## src/hdl/mrq_pkg.sv

```systemverilog
// ----------------------------------------------------------------------------
// mrq_pkg
// shared constants, types and the level mapping of the multilevel ready queue
// ----------------------------------------------------------------------------
package mrq_pkg;

	localparam int NUM_LEVELS = 8;
	localparam int MAX_TASKS  = 16;

	localparam int TASK_W = $clog2(MAX_TASKS);
	localparam int LINK_W = TASK_W + 1;
	localparam int LVL_W  = $clog2(NUM_LEVELS);
	localparam int OP_W   = 3;
	localparam int PRIO_W = 8;
	localparam int DEST_W = 8;
	localparam int LEN_W  = 16;
	localparam int STAT_W = 2;

	// link value meaning no task
	localparam logic [LINK_W-1:0] LINK_NONE = LINK_W'(MAX_TASKS);

	// operation codes
	localparam logic [OP_W-1:0] OP_PUSH_BACK  = 3'd0;
	localparam logic [OP_W-1:0] OP_PUSH_FRONT = 3'd1;
	localparam logic [OP_W-1:0] OP_PUSH_RECV  = 3'd2;
	localparam logic [OP_W-1:0] OP_POP        = 3'd3;
	localparam logic [OP_W-1:0] OP_REMOVE     = 3'd4;
	localparam logic [OP_W-1:0] OP_FIND       = 3'd5;

	// status codes
	localparam logic [STAT_W-1:0] ST_DONE     = 2'd0;
	localparam logic [STAT_W-1:0] ST_EMPTY    = 2'd1;
	localparam logic [STAT_W-1:0] ST_NO_MATCH = 2'd2;

	// priority code mapping
	localparam logic [PRIO_W-1:0] PRIO_LO       = 8'h80;
	localparam logic [PRIO_W-1:0] PRIO_HI       = 8'h86;
	localparam logic [PRIO_W-1:0] PRIO_BIAS     = 8'h7f;
	localparam logic [PRIO_W-1:0] DEFAULT_LEVEL = 8'd4;

	typedef struct packed {
		logic [LEN_W-1:0]  max_length;
		logic [DEST_W-1:0] wanted_target;
		logic [LEN_W-1:0]  msg_length;
		logic [DEST_W-1:0] destination;
		logic [TASK_W-1:0] task_id;
		logic [LVL_W-1:0]  level;
		logic [PRIO_W-1:0] priority_req;
		logic [OP_W-1:0]   op;
	} item_t;

	typedef struct packed {
		logic [STAT_W-1:0] status;
		logic [TASK_W-1:0] out_task;
		logic              found;
	} result_t;

	typedef struct packed {
		logic              next_we;
		logic [TASK_W-1:0] next_addr;
		logic [LINK_W-1:0] next_data;
		logic              prev_we;
		logic [TASK_W-1:0] prev_addr;
		logic [LINK_W-1:0] prev_data;
		logic              ent_we;
		logic [TASK_W-1:0] ent_addr;
		logic [DEST_W-1:0] ent_dest;
		logic [LEN_W-1:0]  ent_len;
	} ram_wr_t;

	typedef struct packed {
		logic [LINK_W-1:0] next;
		logic [LINK_W-1:0] prev;
		logic [DEST_W-1:0] dest;
		logic [LEN_W-1:0]  len;
	} ram_rd_t;

	function automatic logic [LVL_W-1:0] code_to_level(input logic [PRIO_W-1:0] code);
		logic [PRIO_W-1:0] lv;
		if (code >= PRIO_LO && code <= PRIO_HI) begin
			lv = code - PRIO_BIAS;
		end else begin
			lv = DEFAULT_LEVEL;
		end
		if (lv >= PRIO_W'(NUM_LEVELS)) begin
			lv = PRIO_W'(NUM_LEVELS - 1);
		end
		return lv[LVL_W-1:0];
	endfunction

endpackage

```

## src/hdl/mrq_task_ram.sv

```systemverilog
// ----------------------------------------------------------------------------
// mrq_task_ram
// per-task link and message store, one write per array, registered read
// ----------------------------------------------------------------------------
module mrq_task_ram (
	input  logic                      clk,
	input  mrq_pkg::ram_wr_t          wr,
	input  logic [mrq_pkg::TASK_W-1:0] rd_addr,
	output mrq_pkg::ram_rd_t          rd
);
	import mrq_pkg::*;

	logic [LINK_W-1:0] next_mem [MAX_TASKS];
	logic [LINK_W-1:0] prev_mem [MAX_TASKS];
	logic [DEST_W-1:0] dest_mem [MAX_TASKS];
	logic [LEN_W-1:0]  len_mem  [MAX_TASKS];

	always_ff @(posedge clk) begin
		if (wr.next_we) begin
			next_mem[wr.next_addr] <= wr.next_data;
		end
		if (wr.prev_we) begin
			prev_mem[wr.prev_addr] <= wr.prev_data;
		end
		if (wr.ent_we) begin
			dest_mem[wr.ent_addr] <= wr.ent_dest;
			len_mem[wr.ent_addr]  <= wr.ent_len;
		end
		rd.next <= next_mem[rd_addr];
		rd.prev <= prev_mem[rd_addr];
		rd.dest <= dest_mem[rd_addr];
		rd.len  <= len_mem[rd_addr];
	end

endmodule

```

## src/hdl/mrq_ctrl.sv

```systemverilog
// ----------------------------------------------------------------------------
// mrq_ctrl
// sequencer: level heads and tails, task levels, list walk and relinking
// ----------------------------------------------------------------------------
module mrq_ctrl (
	input  logic                       clk,
	input  logic                       arst_n,
	input  logic                       in_valid,
	output logic                       in_ready,
	input  mrq_pkg::item_t             item,
	input  logic [mrq_pkg::PRIO_W-1:0] recv_priority,
	input  logic                       res_ready,
	output logic                       res_valid,
	output mrq_pkg::result_t           res,
	output mrq_pkg::ram_wr_t           ram_wr,
	output logic [mrq_pkg::TASK_W-1:0] rd_addr,
	input  mrq_pkg::ram_rd_t           ram_rd
);
	import mrq_pkg::*;

	typedef enum logic [8:0] {
		S_IDLE   = 9'b000000001,
		S_DECODE = 9'b000000010,
		S_UL_RD  = 9'b000000100,
		S_UL_WR  = 9'b000001000,
		S_INS1   = 9'b000010000,
		S_INS2   = 9'b000100000,
		S_FW_RD  = 9'b001000000,
		S_FW_CMP = 9'b010000000,
		S_DONE   = 9'b100000000
	} state_t;

	state_t            state_q;
	item_t             item_q;
	logic [TASK_W-1:0] ptr_q;
	logic [LVL_W-1:0]  ins_lv_q;
	logic [TASK_W-1:0] steps_q;
	logic              found_q;
	logic [STAT_W-1:0] status_q;
	logic [LINK_W-1:0] head_q [NUM_LEVELS];
	logic [LINK_W-1:0] tail_q [NUM_LEVELS];
	logic [LVL_W-1:0]  lvl_q  [MAX_TASKS];
	logic [MAX_TASKS-1:0] queued_q;

	logic [LVL_W-1:0]  lv_sel;
	logic [LINK_W-1:0] head_rd;
	logic [LINK_W-1:0] tail_rd;
	logic [LINK_W-1:0] ptr_link;
	logic              is_push;
	logic              is_front;
	logic              match;
	logic              accept;

	assign accept   = in_valid && in_ready;
	assign in_ready = (state_q == S_IDLE);
	assign ptr_link = LINK_W'(ptr_q);
	assign is_push  = (item_q.op <= OP_PUSH_RECV);
	assign is_front = (item_q.op == OP_PUSH_FRONT);
	assign match    = (ram_rd.dest == item_q.wanted_target) &&
	                  (ram_rd.len <= item_q.max_length);
	assign rd_addr  = ptr_q;

	// one level is looked at per cycle
	always_comb begin
		unique case (state_q)
			S_UL_WR: lv_sel = lvl_q[ptr_q];
			S_INS1:  lv_sel = ins_lv_q;
			default: lv_sel = item_q.level;
		endcase
	end

	assign head_rd = head_q[lv_sel];
	assign tail_rd = tail_q[lv_sel];

	always_comb begin
		ram_wr = '0;
		unique case (state_q)
			S_UL_WR: begin
				if (ram_rd.prev != LINK_NONE) begin
					ram_wr.next_we   = 1'b1;
					ram_wr.next_addr = ram_rd.prev[TASK_W-1:0];
					ram_wr.next_data = ram_rd.next;
				end
				if (ram_rd.next != LINK_NONE) begin
					ram_wr.prev_we   = 1'b1;
					ram_wr.prev_addr = ram_rd.next[TASK_W-1:0];
					ram_wr.prev_data = ram_rd.prev;
				end
			end
			S_INS1: begin
				ram_wr.ent_we   = 1'b1;
				ram_wr.ent_addr = ptr_q;
				ram_wr.ent_dest = item_q.destination;
				ram_wr.ent_len  = item_q.msg_length;
				if (head_rd == LINK_NONE) begin
					ram_wr.next_we   = 1'b1;
					ram_wr.next_addr = ptr_q;
					ram_wr.next_data = LINK_NONE;
					ram_wr.prev_we   = 1'b1;
					ram_wr.prev_addr = ptr_q;
					ram_wr.prev_data = LINK_NONE;
				end else if (is_front) begin
					ram_wr.prev_we   = 1'b1;
					ram_wr.prev_addr = head_rd[TASK_W-1:0];
					ram_wr.prev_data = ptr_link;
					ram_wr.next_we   = 1'b1;
					ram_wr.next_addr = ptr_q;
					ram_wr.next_data = head_rd;
				end else begin
					ram_wr.next_we   = 1'b1;
					ram_wr.next_addr = tail_rd[TASK_W-1:0];
					ram_wr.next_data = ptr_link;
					ram_wr.prev_we   = 1'b1;
					ram_wr.prev_addr = ptr_q;
					ram_wr.prev_data = tail_rd;
				end
			end
			S_INS2: begin
				// second link of the new entry
				if (is_front) begin
					ram_wr.prev_we   = 1'b1;
					ram_wr.prev_addr = ptr_q;
					ram_wr.prev_data = LINK_NONE;
				end else begin
					ram_wr.next_we   = 1'b1;
					ram_wr.next_addr = ptr_q;
					ram_wr.next_data = LINK_NONE;
				end
			end
			default: begin
			end
		endcase
	end

	always_ff @(posedge clk or negedge arst_n) begin
		if (!arst_n) begin
			state_q  <= S_IDLE;
			ptr_q    <= '0;
			ins_lv_q <= '0;
			steps_q  <= '0;
			found_q  <= 1'b0;
			status_q <= ST_DONE;
			queued_q <= '0;
			for (int i = 0; i < NUM_LEVELS; i++) begin
				head_q[i] <= LINK_NONE;
				tail_q[i] <= LINK_NONE;
			end
		end else begin
			unique case (state_q)
				S_IDLE: begin
					if (accept) begin
						ptr_q    <= item.task_id;
						found_q  <= 1'b0;
						status_q <= ST_DONE;
						state_q  <= S_DECODE;
					end
				end
				S_DECODE: begin
					unique case (item_q.op) inside
						OP_PUSH_BACK, OP_PUSH_FRONT, OP_PUSH_RECV: begin
							ins_lv_q <= code_to_level((item_q.op == OP_PUSH_RECV) ?
							                          recv_priority : item_q.priority_req);
							state_q  <= queued_q[ptr_q] ? S_UL_RD : S_INS1;
						end
						OP_POP: begin
							if (head_rd == LINK_NONE) begin
								status_q <= ST_EMPTY;
								state_q  <= S_DONE;
							end else begin
								ptr_q   <= head_rd[TASK_W-1:0];
								found_q <= 1'b1;
								state_q <= S_UL_RD;
							end
						end
						OP_REMOVE: begin
							if (queued_q[ptr_q] &&
							    lvl_q[ptr_q] == code_to_level(item_q.priority_req)) begin
								state_q <= S_UL_RD;
							end else begin
								status_q <= ST_NO_MATCH;
								state_q  <= S_DONE;
							end
						end
						OP_FIND: begin
							if (head_rd == LINK_NONE) begin
								status_q <= ST_EMPTY;
								state_q  <= S_DONE;
							end else begin
								ptr_q   <= head_rd[TASK_W-1:0];
								steps_q <= '0;
								state_q <= S_FW_RD;
							end
						end
						default: state_q <= S_DONE;
					endcase
				end
				S_UL_RD: state_q <= S_UL_WR;
				S_UL_WR: begin
					if (ram_rd.prev == LINK_NONE) begin
						head_q[lv_sel] <= ram_rd.next;
					end
					if (ram_rd.next == LINK_NONE) begin
						tail_q[lv_sel] <= ram_rd.prev;
					end
					queued_q[ptr_q] <= 1'b0;
					state_q         <= is_push ? S_INS1 : S_DONE;
				end
				S_INS1: begin
					queued_q[ptr_q] <= 1'b1;
					if (head_rd == LINK_NONE) begin
						head_q[lv_sel] <= ptr_link;
						tail_q[lv_sel] <= ptr_link;
					end else if (is_front) begin
						head_q[lv_sel] <= ptr_link;
					end else begin
						tail_q[lv_sel] <= ptr_link;
					end
					state_q <= S_INS2;
				end
				S_INS2: state_q <= S_DONE;
				S_FW_RD: state_q <= S_FW_CMP;
				S_FW_CMP: begin
					if (match) begin
						found_q <= 1'b1;
						state_q <= S_UL_WR;
					end else if (ram_rd.next == LINK_NONE ||
					             steps_q == TASK_W'(MAX_TASKS - 1)) begin
						status_q <= ST_NO_MATCH;
						state_q  <= S_DONE;
					end else begin
						ptr_q   <= ram_rd.next[TASK_W-1:0];
						steps_q <= steps_q + 1'b1;
						state_q <= S_FW_RD;
					end
				end
				S_DONE: begin
					if (res_ready) begin
						state_q <= S_IDLE;
					end
				end
				default: state_q <= S_IDLE;
			endcase
		end
	end

	// payload registers
	always_ff @(posedge clk) begin
		if (accept) begin
			item_q <= item;
		end
		if (state_q == S_INS1) begin
			lvl_q[ptr_q] <= ins_lv_q;
		end
	end

	assign res_valid    = (state_q == S_DONE) && res_ready;
	assign res.found    = found_q;
	assign res.out_task = found_q ? ptr_q : '0;
	assign res.status   = status_q;

endmodule

```

## src/hdl/multilevel_ready_queue_top.sv

```systemverilog
// ----------------------------------------------------------------------------
// multilevel_ready_queue_top
// eight linked task queues by level with push, pop, remove and sender search
// ----------------------------------------------------------------------------
// Each input transfer carries one operation and yields exactly one result
// transfer. A small sequencer does the work on the task link store, and the
// block takes no new item until the current one has handed its result to the
// output register. A push decodes, first unlinks the task when it is already
// queued, then links it in two steps; a pop or a remove decodes and unlinks;
// a pop or find of an empty level, a remove that misses and an unused op code
// go straight from decode to the result. Find sender walks the searched level
// one entry at a time (store read, then compare), checking at most 16 entries,
// and unlinks a match without a second read. The result waits in an output
// register, so the next item is taken while a result is still pending on the
// master side; a further result then holds the sequencer until that register
// drains. recv_priority is to be written by the user over the APB-style port
// at byte address 0, only while the block is idle; the block itself does not
// enforce this.
module multilevel_ready_queue_top (
	input  logic        clk,
	input  logic        arst_n,
	// apb-style configuration port
	input  logic        psel,
	input  logic        penable,
	input  logic        pwrite,
	input  logic [2:0]  paddr,
	input  logic [31:0] pwdata,
	output logic [31:0] prdata,
	output logic        pready,
	// input stream
	input  logic        s_tvalid,
	output logic        s_tready,
	// op[2:0], priority_req[10:3], level[13:11], task_id[17:14],
	// destination[25:18], msg_length[41:26], wanted_target[49:42],
	// max_length[65:50], zero pad[71:66]
	input  logic [71:0] s_tdata,
	// result stream
	output logic        m_tvalid,
	input  logic        m_tready,
	// found[0], out_task[4:1], status[6:5], zero pad[7]
	output logic [7:0]  m_tdata
);
	import mrq_pkg::*;

	// word index of the receive-blocked priority register
	localparam logic REG_IDX_RCV_CODE = 1'b0;

	logic [PRIO_W-1:0] rcv_code_q;
	logic              cfg_write;
	item_t             item;
	result_t           res;
	logic              res_valid;
	logic              res_ready;
	ram_wr_t           ram_wr;
	ram_rd_t           ram_rd;
	logic [TASK_W-1:0] rd_addr;
	logic              m_tvalid_q;
	result_t           m_res_q;

	// configuration: zero wait states, register at word 0
	assign pready    = 1'b1;
	assign cfg_write = psel && penable && pwrite && pready &&
	                   (paddr[2] == REG_IDX_RCV_CODE);
	assign prdata    = (paddr[2] == REG_IDX_RCV_CODE) ?
	                   {{(32 - PRIO_W){1'b0}}, rcv_code_q} : '0;

	always_ff @(posedge clk or negedge arst_n) begin
		if (!arst_n) begin
			rcv_code_q <= PRIO_LO;
		end else if (cfg_write) begin
			rcv_code_q <= pwdata[PRIO_W-1:0];
		end
	end

	// unpack the input transfer, lowest field first
	assign item = s_tdata[$bits(item_t)-1:0];

	mrq_ctrl u_ctrl (
		.clk           (clk),
		.arst_n        (arst_n),
		.in_valid      (s_tvalid),
		.in_ready      (s_tready),
		.item          (item),
		.recv_priority (rcv_code_q),
		.res_ready     (res_ready),
		.res_valid     (res_valid),
		.res           (res),
		.ram_wr        (ram_wr),
		.rd_addr       (rd_addr),
		.ram_rd        (ram_rd)
	);

	mrq_task_ram u_ram (
		.clk     (clk),
		.wr      (ram_wr),
		.rd_addr (rd_addr),
		.rd      (ram_rd)
	);

	// output register: loads when empty or being drained in the same cycle
	assign res_ready = !m_tvalid_q || m_tready;

	always_ff @(posedge clk or negedge arst_n) begin
		if (!arst_n) begin
			m_tvalid_q <= 1'b0;
		end else if (res_valid) begin
			m_tvalid_q <= 1'b1;
		end else if (m_tready) begin
			m_tvalid_q <= 1'b0;
		end
	end

	always_ff @(posedge clk) begin
		if (res_valid) begin
			m_res_q <= res;
		end
	end

	assign m_tvalid = m_tvalid_q;
	assign m_tdata  = {1'b0, m_res_q};

`ifndef SYNTHESIS
	// the sequencer is busy in the cycle after each input transfer
	a_busy_after_accept: assert property (@(posedge clk) disable iff (!arst_n)
		(s_tvalid && s_tready) |=> !s_tready)
		else $error("input accepted on back-to-back cycles");

	// a new result never overwrites one that has not been transferred
	a_no_overwrite: assert property (@(posedge clk) disable iff (!arst_n)
		res_valid |-> (!m_tvalid_q || m_tready))
		else $error("pending result overwritten");

	// a returned task always reports success, no task means a zero id
	a_found_status: assert property (@(posedge clk) disable iff (!arst_n)
		res_valid |-> ((res.found && res.status == ST_DONE) ||
		               (!res.found && res.out_task == '0)))
		else $error("inconsistent result fields");
`endif

endmodule
```

## config.mk

```make
export PLATFORM = sky130hd
export DESIGN_NAME = multilevel_ready_queue_top
export DESIGN_NICKNAME = d
export VERILOG_FILES = /design/src/hdl/mrq_pkg.sv /design/src/hdl/mrq_task_ram.sv /design/src/hdl/mrq_ctrl.sv /design/src/hdl/multilevel_ready_queue_top.sv
export SDC_FILE = /design/constraint.sdc
export NUM_CORES = 1
export LEC_CHECK = 0
export BUFFER_PORTS_ARGS = -buffer_cell sky130_fd_sc_hd__buf_4
export CAP_MARGIN = 15
export CORE_ASPECT_RATIO = 2
export CORE_MARGIN = 2
export CORE_UTILIZATION = 45
export DETAILED_ROUTE_END_ITERATION = 6
export GPL_TIMING_DRIVEN = 0
export HOLD_SLACK_MARGIN = 0.15
export PLACE_DENSITY = 0.6
export SYNTH_ARGS = -nofsm -noshare
export SYNTH_HDL_FRONTEND = slang
export SYNTH_HIERARCHICAL = 1
export SYNTH_SLANG_ARGS = --single-unit
```

## constraint.sdc

```tcl
create_clock -name clk -period 4.7 [get_ports clk]
set_input_delay 0 -clock clk [delete_from_list [all_inputs] [get_ports clk]]
set_output_delay 0 -clock clk [all_outputs]
set_load 0.05 [all_outputs]
```

; Word level (Yosys, flattened, before mapping)
; Memories as Yosys holds them, arrays and structs flattened. A register that Yosys moved wholly into a read port is not among the register bits.
; Cells that the tools add are included.
[op_classes]
add_sub_neg = 3
bitwise_logic = 5
order_cmp = 12
reduce_logical = 29
muxes = 90
n_eq_ne = 39
[ops]
columns = cell, count
row1 = 40-bit 2-to-1 mux, 6
row2 = 40-bit bitwise mux, 4
row3 = 40-bit one-hot mux with 2 select lines, 2
row4 = 9-bit one-hot mux with 9 select lines, 1
row5 = 9-bit 2-to-1 mux, 8
row6 = 8-bit 2-to-1 mux, 8
row7 = 20-bit one-hot mux with 3 select lines, 1
row8 = 10-bit 2-to-1 mux, 4
row9 = 4-bit 2-to-1 mux, 9
row10 = 9-bit one-hot mux with 4 select lines, 1
row11 = 16-bit one-hot mux with 2 select lines, 1
row12 = 5-bit binary-select mux with 3-bit select, 2
row13 = 5-bit 2-to-1 mux, 6
row14 = 29-bit 2-to-1 mux, 1
row15 = 20-bit 2-to-1 mux, 1
row16 = 19-bit 2-to-1 mux, 1
row17 = 16-bit AND, 1
row18 = "8-bit by 4-bit greater-or-equal comparator with 1-bit output, second input constant", 2
row19 = "8-bit greater-or-equal comparator, second input constant", 2
row20 = 16-bit less-or-equal comparator, 1
row21 = "8-bit less-or-equal comparator, second input constant", 2
row22 = 1-bit 2-to-1 mux, 16
row23 = 16-bit NOT, 1
row24 = 16-bit OR, 1
row25 = other kinds (55), 96
[totals]
regBits = 197
ramBits = 592
output_inout_bits = 43
elab_cells = 218
mem_count = 5
in_bits = 114
[memory_table]
columns = name, depth, word_bits, read_ports, rd_clocked_by_memory_dff, write_ports, line
row1 = u_ram.len_mem, 16, 16, 1, 1, 1, mrq_task_ram.sv:16  ; logic [LEN_W-1:0] len_mem [MAX_TASKS];
row2 = u_ram.dest_mem, 16, 8, 1, 1, 1, mrq_task_ram.sv:15  ; logic [DEST_W-1:0] dest_mem [MAX_TASKS];
row3 = u_ram.next_mem, 16, 5, 1, 1, 1, mrq_task_ram.sv:13  ; logic [LINK_W-1:0] next_mem [MAX_TASKS];
row4 = u_ram.prev_mem, 16, 5, 1, 1, 1, mrq_task_ram.sv:14  ; logic [LINK_W-1:0] prev_mem [MAX_TASKS];
row5 = u_ctrl.lvl_q, 16, 3, 1, 0, 1, mrq_ctrl.sv:42  ; logic [LVL_W-1:0] lvl_q [MAX_TASKS];

; Depth between registers and ports, before layout
[logic_depth]
depth_word = 14
depth_mapped = 17
depth_no_buf = 12

; Cells and area by module
; The synthesis kept the hierarchy.
[modules_own_cells]
columns = mod, seq_area_each_um2, cells_per_inst, n_inst, area_each_um2
row1 = mrq_task_ram, 17016.3, 934, 1, 21296.7
row2 = mrq_ctrl, 6302.3, 1033, 1, 12047.8
row3 = multilevel_ready_queue_top, 436.7, 63, 1, 835.8

; Least setup slack after synthesis
; Ideal clock, no wire load.
[synth_timing]
kind = reg-to-reg
from = register u_ctrl.state_q[2]
to = memory u_ram.dest_mem[0][0], enable pin
path_stages_with_launch = 12
setup_time_ns = 0.435
period_less_slack_ns = 4.811
arrival_time_ns = 4.376
path_buffers = 4
setup_slack_ns = -0.111
required_time_ns = 4.265
cell_sequence = dfrtp_1 > nor4_4 > and2_1 > buf_4 > nand2_1 > or2_2 > clkbuf_1 > inv_1 > clkbuf_1 > clkbuf_1 > or3b_2 > nor3_1
[synth_lines]
columns = item, line
row1 = from (decl), mrq_ctrl.sv:33  ; state_t state_q;
row2 = from (signal assigned), mrq_ctrl.sv:163  ; state_q <= queued_q[ptr_q] ? S_UL_RD : S_INS1;
row3 = from (signal assigned), mrq_ctrl.sv:206  ; state_q <= is_push ? S_INS1 : S_DONE;
row4 = to (decl), mrq_task_ram.sv:15

==> impl_metrics.py <==
metrics = {
    "critical_path": {
        "critPathSlowestCell": "mux4_2",
        "start_kind": "flip-flop",
        "critical_path_buf_inv_count": 7,
        "crit_path_end_kind": "flip-flop",
        "crit_top_cell": "buf_4",
        "cp_max_fo": 7,
        "path_delay_family": "buffers and inverters",
        "cp_cell_sequence": "buf_6 -> buf_4 -> mux4_2 -> nand2b_4 -> a22oi_4 -> a21oi_4 -> buf_4 -> buf_4 -> nand2_8 -> o22ai_2 -> nor3_4 -> buf_4 -> and3_4 -> a21oi_4 -> o211ai_1 -> buf_4 -> nand3_4 -> buf_6 -> nor2_4",
        "worst-endpoint-required_ns": 5.04,
        "cp_slowest_stage_delay_ns": 0.52,
        "worstSetupPathType": "flip-flop to flip-flop",
        "critPathArrivalTime_ns": 5.00,
    },
    "detailed_routing": {
        "drt_wl_total_microns": 92900,
        "drc_errors": 0,
        "wl_per_cell_microns": 26.2,
        "first_pass_iters": 5,
        "drt_iter0_drc": 1651,
        "viasPerCell": 5.73,
        "ant_nets": 0,
        "vias": 20300,
    },
    "floorplan": {
        "core_region_area_sq_um": 75700,
        "dieHeight_microns": 394,
        "die_area_sq_um": 78300,
        "num_rows": 143,
        "die_w_microns": 199,
        "initial_core_util": 0.452,
        "ios": 157,
    },
    "sta": {
        "finalWorstSetupSlack_ns": 0.0390,
        "fmax_mhz": 215,
        "relSlewSlack": 0.159,
        "drv_slew": 0,
        "worst_slew_pin_slew_ns": 1.25,
        "setup_viol": 0,
        "period_minus_slack_ns": 4.66,
        "final-hold-violation-count": 0,
        "fin_crit_sh": 0.992,
        "whs_ns": 0.190,
        "setup-tns-final_ns": 0,
        "finalClockSkew_ns": 0.0296,
    },
    "yosys": {
        "synth.distinct_cells": 90,
        "ys_seq_area_frac": 0.695,
        "syn_area_per_cell_sq_um": 16.8,
        "async_reset_ff_frac": 0.156,
        "ys_seq_elements": 823,
        "ys.flop_type": "edfxtp_1",
        "netlist_instances": 2030,
        "synth_area_sq_um": 34200,
        "synth_edf_count": 661,
        "synth_warnings": 6,
    },
    "placement": {
        "port_buffers": 98,
        "post-dp-hpwl_microns": 63500,
        "gp_congestion": 0.912,
        "pre_cts_slack_ns": -1.42,
    },
    "grt": {
        "grtUsageMet3": 0.0335,
        "grtUsageMet1": 0.245,
        "grt_pass1_vias": 21600,
        "grt.busiest_layer": "met2",
        "gr-usage-all-layers": 0.242,
        "overflow": 0,
        "antenna_found_initial": 0,
        "grt_max_degree": 83,
        "grt_use_met2": 0.462,
        "grt_pass1_wl_microns": 136000,
    },
    "cells_and_area": {
        "multiInputGateArea_sq_um": 10200,
        "layout.cells.most_common": "edfxtp_1",
        "seqCellArea_sq_um": 23800,
        "layout_common_cells": "661 x edfxtp_1, 178 x buf_4, 156 x dlygate4sd3_1, 148 x mux4_2, 129 x nand2_1",
        "drive_gt1_frac": 0.300,
        "fill_cells": 5881,
        "final_net_count": 2606,
        "area_growth_syn_to_layout_pct": 23.1,
    },
    "job": {
        "maxCapViolCount": 0,
    },
    "clocking": {
        "cts.sinks": 823,
        "cts.htree.levels": 3,
        "cts_buffers": 74,
        "insertion_delay_ns": 0.65,
        "clkTransAtPathRegs_ns": 0.07,
        "clock_path_buffers": 3,
        "cts_root_buf": "clkbuf_16",
        "cts_tree": "built",
    },
    "pwr": {
        "swShare": 0.333,
        "p_switching_w": 0.00721,
        "seqPwrFrac": 0.407,
        "p_leak_nw": 13.7,
        "powerDensity_nw_per_um2": 514,
        "power.internal_w": 0.0144,
        "ir_drop_v": 0.000448,
        "clkPwrFrac": 0.281,
        "p_total_w": 0.0216,
        "pwr-share-comb": 0.312,
    },
    "run_status": {
        "status": "complete, no violations",
    },
    "hold_path": {
        "hold_path_class": "input port to flip-flop",
    },
}
cell families (layout without fill, tap and decap cells):
logic type | count (synthesis) | after routing | share of synthesized area
flops | 823 | 823 | 0.695
other cells | 2 | 27 | 0.000220
compound gates | 318 | 318 | 0.0709
fa+ha+maj | 21 | 21 | 0.00769
simple gates | 421 | 421 | 0.0620
mux | 246 | 246 | 0.133
xor+xnor | 13 | 13 | 0.00333
buf+inv | 186 | 662 | 0.0283
routing by layer:
layer | vias up | share of wire
met5 | - | 0
met4 | 0 | 0.060
met3 | 257 | 0.044
met2 | 763 | 0.57
met1 | 10500 | 0.33
li1 | 8823 | -
state kept, by name (all words and copies together) (netlist names), named ones only:
name	cells
u_ram/next_mem	80
u_ram/rd	34
m_tdata	7
u_ctrl/status_q	2
u_ctrl/tail_q	40
u_ctrl/ins_lv_q	3
u_ctrl/state_q	9
u_ctrl/rd_addr	4
rcv_code_q	8
u_ctrl/head_q	40
u_ctrl/lvl_q	48
u_ram/len_mem	256
u_ctrl/steps_q	4
u_ctrl/item_q	62
u_ram/prev_mem	80
u_ctrl/found_q	1
u_ram/dest_mem	128
m_tvalid	1
worst paths after layout:
kind                                          to  cells after the start  slack [ns]         startpoint
min                            u_ctrl/state_q[1]                      3        0.19           s_tvalid
min reg2reg                    u_ctrl/tail_q[24]                      2        0.49  u_ctrl/tail_q[24]
min in group asynchronous      u_ctrl/tail_q[29]                      3        0.50             arst_n
max reg2reg                u_ram/next_mem[15][2]                     19        0.04  u_ctrl/rd_addr[0]
max                        u_ram/next_mem[15][2]                     19        0.04  u_ctrl/rd_addr[0]
max in group asynchronous     u_ctrl/ins_lv_q[2]                      4        3.68             arst_n
cells in the mapped netlist, types with 28 or more instances:
master	number	area (sq um)
buf_4	29	218
dfxtp_1	34	681
o21ai_0	71	355
dfrtp_1	110	2750
nor2_1	101	379
a21oi_1	39	195
and2_1	39	244
mux4_2	148	3330
inv_1	59	221
clkbuf_1	53	199
nor3_1	33	165
edfxtp_1	661	19800
a22oi_1	71	533
nand2_1	137	514
mux2_4	28	420
mux2_2	49	552
power groups by stage:
| stage | clock, W | sequential [W] | combinational (W) |
|---|---|---|---|
| after global routing | 0.00648 | 0.00885 | 0.00709 |
| after detailed placement | 0 | 0.00894 | 0.00608 |
| after CTS | 0.00622 | 0.00880 | 0.00649 |
| after floorplan | 0 | 0.00879 | 0.00404 |
| final | 0.00609 | 0.00881 | 0.00675 |
| after global placement | 0 | 0.00896 | 0.00599 |
worst reg2reg max path, cell delays in order (launching register included):
cell and delay [ns]:
dfrtp_1 0.37, buf_6 0.16, buf_4 0.13, mux4_2 0.52
nand2b_4 0.17, a22oi_4 0.28, a21oi_4 0.17, buf_4 0.18
buf_4 0.14, nand2_8 0.08, o22ai_2 0.10, nor3_4 0.36
buf_4 0.18, and3_4 0.25, a21oi_4 0.08, o211ai_1 0.51
buf_4 0.22, nand3_4 0.09, buf_6 0.17, nor2_4 0.18
stage by stage:
| stage | util | instances | instance area (sq um) |
|---|---|---|---|
| global placement | 0.479 | 3167 | 36300 |
| detailed placement | 0.488 | 3198 | 36900 |
| finish | 0.556 | 3546 | 42100 |
| floorplan | - | 2054 | 34300 |
| global route | 0.556 | 3545 | 42100 |
| CTS | 0.552 | 3527 | 41800 |
layout make-up:
class                      count  share of cell area
sequential                   823               0.564
multi-input combinational   1045               0.243
timing repair buffer         343              0.0810
clock buffer                  96              0.0479
tap                         1015              0.0302
buffer                       125              0.0187
clock inverter                39             0.00942
inverter                      59             0.00553
antenna                        1           0.0000595
repair_timing:
action,4_1_cts,5_1_grt
hold endpoints to repair,261,0
setup buffers,38,18
pin swaps,29,21
hold buffers,157,0
setup endpoints to repair,556,348
resized for setup,118,46
(Power assumes the default switching activity.)
